File: src/design/mdpm_pkg.sv
// ----------------------------------------------------------------------------
// mdpm_pkg: shared types and codes for the multi-deque pool manager
// Holds the request and status codes, the controller states, the datapath
// micro-operations and the command and status bundles that join the two.
// ----------------------------------------------------------------------------
package mdpm_pkg;

  localparam int DEF_NUM_QUEUES = 1024;
  localparam int DEF_POOL_SIZE  = 4096;
  localparam int DEF_DATA_WIDTH = 32;

  localparam int CFG_W   = 11;
  localparam int QID_W   = 10;
  localparam int VAL_W   = 32;
  localparam int ST_W    = 2;
  localparam int FUNC_W  = 2;
  localparam logic [CFG_W-1:0] CFG_RESET = 11'd1024;

  localparam logic [FUNC_W-1:0] FUNC_PUSH  = 2'd0;
  localparam logic [FUNC_W-1:0] FUNC_POP   = 2'd1;
  localparam logic [FUNC_W-1:0] FUNC_MERGE = 2'd2;
  localparam logic [FUNC_W-1:0] FUNC_CLEAR = 2'd3;

  localparam logic [ST_W-1:0] ST_OK    = 2'd0;
  localparam logic [ST_W-1:0] ST_EMPTY = 2'd1;
  localparam logic [ST_W-1:0] ST_FULL  = 2'd2;
  localparam logic [ST_W-1:0] ST_BADQ  = 2'd3;

  typedef enum logic [4:0] {
    S_INIT, S_IDLE, S_CHECK, S_CLR, S_CAPA, S_PU_CHK, S_PU_TAKE, S_PU_WR1,
    S_PU_WR2, S_PO_CHK, S_PO_WR, S_PO_FREE, S_CAPB, S_MG_CHK, S_MS_RD,
    S_MS_GIVE, S_MR_RD, S_MR_SWAP, S_MG_LINK, S_MG_CLRB, S_DONE
  } state_t;

  typedef enum logic [4:0] {
    OP_NONE, OP_LOAD, OP_SWEEP, OP_RDA, OP_CAPA, OP_CAPB, OP_PU_RD,
    OP_PU_TAKE, OP_PU_WR1, OP_PU_WR2, OP_PO_RD, OP_PO_WR, OP_PO_FREE,
    OP_MS_INIT, OP_MR_INIT, OP_W_RD, OP_MS_GIVE, OP_MS_END, OP_MR_SWAP,
    OP_MG_LINK, OP_MG_CLRB, OP_EMIT
  } dp_op_t;

  typedef struct packed {
    dp_op_t          op;
    logic            set_st;
    logic [ST_W-1:0] st;
  } cmd_t;

  typedef struct packed {
    logic [FUNC_W-1:0] func;
    logic              sel;
    logic              bad;
    logic              same;
    logic              hb_nil;
    logic              fh_nil;
    logic              cur_nil;
    logic              pop_nil;
    logic              sweep_last;
    logic              out_free;
  } dp_stat_t;

endpackage

File: src/design/mdpm_ctrl.sv
// ----------------------------------------------------------------------------
// mdpm_ctrl: request sequencer
// Steps each request through its memory reads, link updates and node walks,
// one datapath micro-operation per cycle unless its result cannot be placed.
// ----------------------------------------------------------------------------
module mdpm_ctrl (
  input  logic               clk,
  input  logic               rst_n,
  input  logic               in_tvalid,
  output logic               in_tready,
  output mdpm_pkg::cmd_t     cmd,
  input  mdpm_pkg::dp_stat_t stat
);
  import mdpm_pkg::*;

  state_t state_r, state_nxt;

  always_ff @(posedge clk) begin
    if (!rst_n) begin
      state_r <= S_INIT;
    end else begin
      state_r <= state_nxt;
    end
  end

  always_comb begin
    state_nxt = state_r;
    unique case (state_r)
      S_INIT:    if (stat.sweep_last) state_nxt = S_IDLE;
      S_IDLE:    if (in_tvalid) state_nxt = S_CHECK;
      S_CHECK: begin
        if (stat.func == FUNC_CLEAR) state_nxt = S_CLR;
        else if (stat.bad) state_nxt = S_DONE;
        else state_nxt = S_CAPA;
      end
      S_CLR:     if (stat.sweep_last) state_nxt = S_DONE;
      S_CAPA: begin
        case (stat.func)
          FUNC_PUSH: state_nxt = S_PU_CHK;
          FUNC_POP:  state_nxt = S_PO_CHK;
          default:   state_nxt = S_CAPB;
        endcase
      end
      S_PU_CHK:  state_nxt = stat.fh_nil ? S_DONE : S_PU_TAKE;
      S_PU_TAKE: state_nxt = S_PU_WR1;
      S_PU_WR1:  state_nxt = S_PU_WR2;
      S_PU_WR2:  state_nxt = S_DONE;
      S_PO_CHK:  state_nxt = stat.pop_nil ? S_DONE : S_PO_WR;
      S_PO_WR:   state_nxt = S_PO_FREE;
      S_PO_FREE: state_nxt = S_DONE;
      S_CAPB:    state_nxt = S_MG_CHK;
      S_MG_CHK: begin
        if (stat.same) state_nxt = S_MS_RD;
        else if (stat.hb_nil) state_nxt = S_DONE;
        else if (stat.sel) state_nxt = S_MR_RD;
        else state_nxt = S_MG_LINK;
      end
      S_MS_RD:   state_nxt = stat.cur_nil ? S_DONE : S_MS_GIVE;
      S_MS_GIVE: state_nxt = S_MS_RD;
      S_MR_RD:   state_nxt = stat.cur_nil ? S_MG_LINK : S_MR_SWAP;
      S_MR_SWAP: state_nxt = S_MR_RD;
      S_MG_LINK: state_nxt = S_MG_CLRB;
      S_MG_CLRB: state_nxt = S_DONE;
      S_DONE:    if (stat.out_free) state_nxt = S_IDLE;
      default:   state_nxt = S_INIT;
    endcase
  end

  always_comb begin
    cmd.op     = OP_NONE;
    cmd.set_st = 1'b0;
    cmd.st     = ST_OK;
    in_tready  = 1'b0;
    unique case (state_r)
      S_INIT, S_CLR: cmd.op = OP_SWEEP;
      S_IDLE: begin
        in_tready = 1'b1;
        if (in_tvalid) cmd.op = OP_LOAD;
      end
      S_CHECK: begin
        if (stat.func == FUNC_CLEAR) begin
          cmd.op = OP_NONE;
        end else if (stat.bad) begin
          cmd.set_st = 1'b1;
          cmd.st     = ST_BADQ;
        end else begin
          cmd.op = OP_RDA;
        end
      end
      S_CAPA: cmd.op = OP_CAPA;
      S_PU_CHK: begin
        if (stat.fh_nil) begin
          cmd.set_st = 1'b1;
          cmd.st     = ST_FULL;
        end else begin
          cmd.op = OP_PU_RD;
        end
      end
      S_PU_TAKE: cmd.op = OP_PU_TAKE;
      S_PU_WR1:  cmd.op = OP_PU_WR1;
      S_PU_WR2:  cmd.op = OP_PU_WR2;
      S_PO_CHK: begin
        if (stat.pop_nil) begin
          cmd.set_st = 1'b1;
          cmd.st     = ST_EMPTY;
        end else begin
          cmd.op = OP_PO_RD;
        end
      end
      S_PO_WR:   cmd.op = OP_PO_WR;
      S_PO_FREE: cmd.op = OP_PO_FREE;
      S_CAPB:    cmd.op = OP_CAPB;
      S_MG_CHK: begin
        if (stat.same) cmd.op = OP_MS_INIT;
        else if (!stat.hb_nil && stat.sel) cmd.op = OP_MR_INIT;
      end
      S_MS_RD:   cmd.op = stat.cur_nil ? OP_MS_END : OP_W_RD;
      S_MS_GIVE: cmd.op = OP_MS_GIVE;
      S_MR_RD:   if (!stat.cur_nil) cmd.op = OP_W_RD;
      S_MR_SWAP: cmd.op = OP_MR_SWAP;
      S_MG_LINK: cmd.op = OP_MG_LINK;
      S_MG_CLRB: cmd.op = OP_MG_CLRB;
      S_DONE:    if (stat.out_free) cmd.op = OP_EMIT;
      default:   cmd.op = OP_NONE;
    endcase
  end

  // A result is only ever finished from the final state of a request.
  a_emit_from_done: assert property (@(posedge clk) disable iff (!rst_n)
    (cmd.op == OP_EMIT) |-> (state_r == S_DONE && stat.out_free))
    else $error("result emitted outside the done state");
  // Input is taken only at rest, and a load moves on to the check state.
  a_load_idle: assert property (@(posedge clk) disable iff (!rst_n)
    (cmd.op == OP_LOAD) |=> (state_r == S_CHECK))
    else $error("request load did not move to the check state");
  // A node walk step always alternates a read with its write-back.
  a_walk_pairs: assert property (@(posedge clk) disable iff (!rst_n)
    (state_r == S_MS_GIVE || state_r == S_MR_SWAP) |-> ($past(cmd.op) == OP_W_RD))
    else $error("walk write-back without a preceding node read");

endmodule

File: config.mk
export PLATFORM = sky130hd
export DESIGN_NAME = mdpm_ctrl
export DESIGN_NICKNAME = d
export VERILOG_FILES = /design/src/design/mdpm_pkg.sv /design/src/design/mdpm_ctrl.sv
export SDC_FILE = /design/constraint.sdc
export NUM_CORES = 1
export LEC_CHECK = 0
export ABC_AREA = 1
export BUFFER_PORTS_ARGS = -buffer_cell sky130_fd_sc_hd__buf_2
export CORE_ASPECT_RATIO = 0.9
export CORE_UTILIZATION = 28
export DETAILED_ROUTE_END_ITERATION = 12
export GPL_TIMING_DRIVEN = 0
export PLACE_DENSITY_LB_ADDON = 0.25
export SLEW_MARGIN = 0
export SYNTH_ARGS = -nofsm -noshare
export SYNTH_HDL_FRONTEND = slang
export SYNTH_SLANG_ARGS = --single-unit
File: constraint.sdc
create_clock -name clk -period 3.5 [get_ports clk]
set_input_delay 0.7 -clock clk [delete_from_list [all_inputs] [get_ports clk]]
set_output_delay 0.7 -clock clk [all_outputs]
set_load 0.005 [all_outputs]
==> key figures <==
Status
  – Status: complete, no violations

Critical path
  – Max Fanout on Critical Path: 9
  – CP Launch Type: flop
  – Worst EP required: about 2800 ps
  – Worst setup EP type: primary output
  – Critical path class: flop to primary output
  – Critical Path AT: 1690 ps

Place
  – Placed cells: approximately 230
  – Place WS: 1280 ps
  – PortBufs: 22
  – Final HPWL DP: between 2 and 2.5 mm
  – Final GP Congestion: roughly 0.94
  – Area post-placement: between 900 and 1000 um2

Die
  – Initial Util: 29.6%
  – Core area: approximately 2700 um2
  – Overall die width: between 50 and 60 um
  – Core Rows: 18
  – Num ports: 23
  – Die area: 3120 um2
  – Die Y: 53.1 um

Synthesis
  – Top cells by count, synth: nand2_1 (49), nor2_1 (28), inv_1 (23), nand3_1 (23), a21oi_1 (8)
  – Syn. warnings: 0
  – Leading area contributor after synthesis: nand2_1
  – Flip-flop and latch count after synthesis: 5
  – Syn Area/Cell: just under 5 um2
  – Post-Synthesis Cells: roughly 170
  – Sequential element share of the synthesized area: roughly 12%
  – Syn Nets: between 150 and 200
  – Number of synthesized flops with an enable pin: 0
  – Largest cells by area after synthesis: nand2_1 (23%), nand3_1 (14%), nor2_1 (13%)
  – Synthesized cell area: 812 um2
  – Share of the synthesized area in the top cell type: approximately 23%
  – Post-synthesis cell type count: 20
  – Top FF cell, synth: dfxtp_1
  – Top-count cell post-synth: nand2_1
  – Ys async rst share: 0%

Clocking
  – # clock sinks: 5
  – TritonCTS clock tree: yes
  – Hold_buf cts: 0
  – Clk slew on worst S/H paths: approximately 40 ps
  – Post-CTS Resized: 0
  – Post-CTS Setup Repair Bufs: 0
  – CTS root buf: clkbuf_4
  – CTS Buf Count: 3
  – Clk_lat worst skew: 240 ps
  – Clock buffer depth: 2
  – H-tree levels: 1

Routing
  – # DRC: 0
  – 1st-iter DRT viols: 45
  – Vias per Instance: between 4 and 5
  – Drt wl/cell: 10.7 um
  – Vias after detailed routing: about 1,100
  – Detailed Routing Iterations Pass 1: 4
  – WL final: 2.49 mm
  – DRT antenna net count: 0

STA
  – Worst rel slew slack: approximately two thirds
  – Setup violations, final: 0
  – Clk_skew: 4.16 ps
  – Period utilization: 68.4%
  – Setup WS post-layout: between 1000 and 1500 ps
  – Unrepaired setup endpoints after global routing: no
  – TNS Setup: 0 ps
  – Fmax: approximately 0.42 GHz
  – Worst-Margin Slew: 525 ps
  – Fin. Hold Viols: 0
  – Final hold slack: approximately 600 ps
  – Final slew viol count: 0
  – Period minus WS final: 2390 ps

Global route
  – First-pass GRT wire length: about 4.0 mm
  – Vias in the first global route: a little under 900
  – Initial antenna violation count: 0
  – Total grt overflow: 0
  – Gr usage total: between 10% and 20%
  – Largest net degree at the start of global routing: 10

Layout
  – Top reg by flops: state_r
  – Layout area overhead: 23.0%
  – Register area: ~100 um2
  – Multi-input gate area: ~610 um2
  – Largest register FFs: 5
  – Biggest regs: state_r: 5 flops
  – Fill cells: roughly 360
  – Diode count: 0
  – Layout Cells excl Fill: approximately 230
  – Final core utilization: 36.3%
  – Nets@finish: a little over 200
  – Cell area after layout: approximately 1000 um2
  – Share of cells above drive strength 1: 19.3%

Pwr
  – PwrDens: ~480 nW/um2
  – Pleak: around 0.62 nW
  – VDD IR-drop max: 226 uV
  – Total power: slightly below 0.5 mW

Worst hold path
  – Worst hold path class: flop to flop

Run
  – Total of max-cap violations: 0
[routing by layer]
| layer | share of wire, % | GRT usage (%) |
|---|---|---|
| met4 | 0 | 0 |
| met2 | 42 | 26.3 |
| met1 | 51 | 25.1 |
| met5 | 0 | 0 |
| met3 | 7.5 | 3.91 |
[layout make-up]
cell class | count | area share (%)
Multi-Input combinational cell | 134 | 60.8
Timing Repair Buffer | 22 | 11.0
Sequential cell | 5 | 10.0
Inverter | 26 | 9.77
Tap cell | 40 | 5.01
Clock buffer | 4 | 2.63
Buffer | 1 | 0.752
[cells in the final DEF (no fill, tap or decap), drive strengths merged, types with 2 or more instances in the layout]
cell,count
nand3,23
a21oi,9
dfxtp,5
nand3b,2
nor2,33
clkbuf,4
nand2,50
inv,26
nor3,4
o21ai,5
buf,23
nand4,5
[worst paths after layout]
path,startpoint,end,slack [ps],cells past startpoint
worst max-delay path,state_r[4]$_SDFFE_PN0P_,cmd[3],1110,9
worst max register to register,state_r[2]$_SDFFE_PN0P_,state_r[2]$_SDFFE_PN0P_,1910,8
worst min-delay path,state_r[0]$_SDFFE_PN0P_,state_r[0]$_SDFFE_PN0P_,580,2
worst min register to register,state_r[0]$_SDFFE_PN0P_,state_r[0]$_SDFFE_PN0P_,580,2
[where the power goes]
group	internal, mW	switching [mW]
clock	0.0430	0.0226
sequential	0.0709	0.0232
combinational	0.116	0.207
[worst max-delay path, stage by stage, from the launching register on]
cell and delay, ps:
dfxtp_1 300, buf_4 170, inv_1 120, nand2_1 170
nor2_1 90, inv_1 70, nand2_1 90, nor3_1 240
nand2_1 70, buf_2 130
[logic make-up after synthesis]
kind of cell    after synthesis  synth area share [%]
buf+inv                      27                  12.9
simple gates                119                  64.7
flops                         5                  12.3
compound gates               15                  10.0
(Power assumes the default switching activity.)
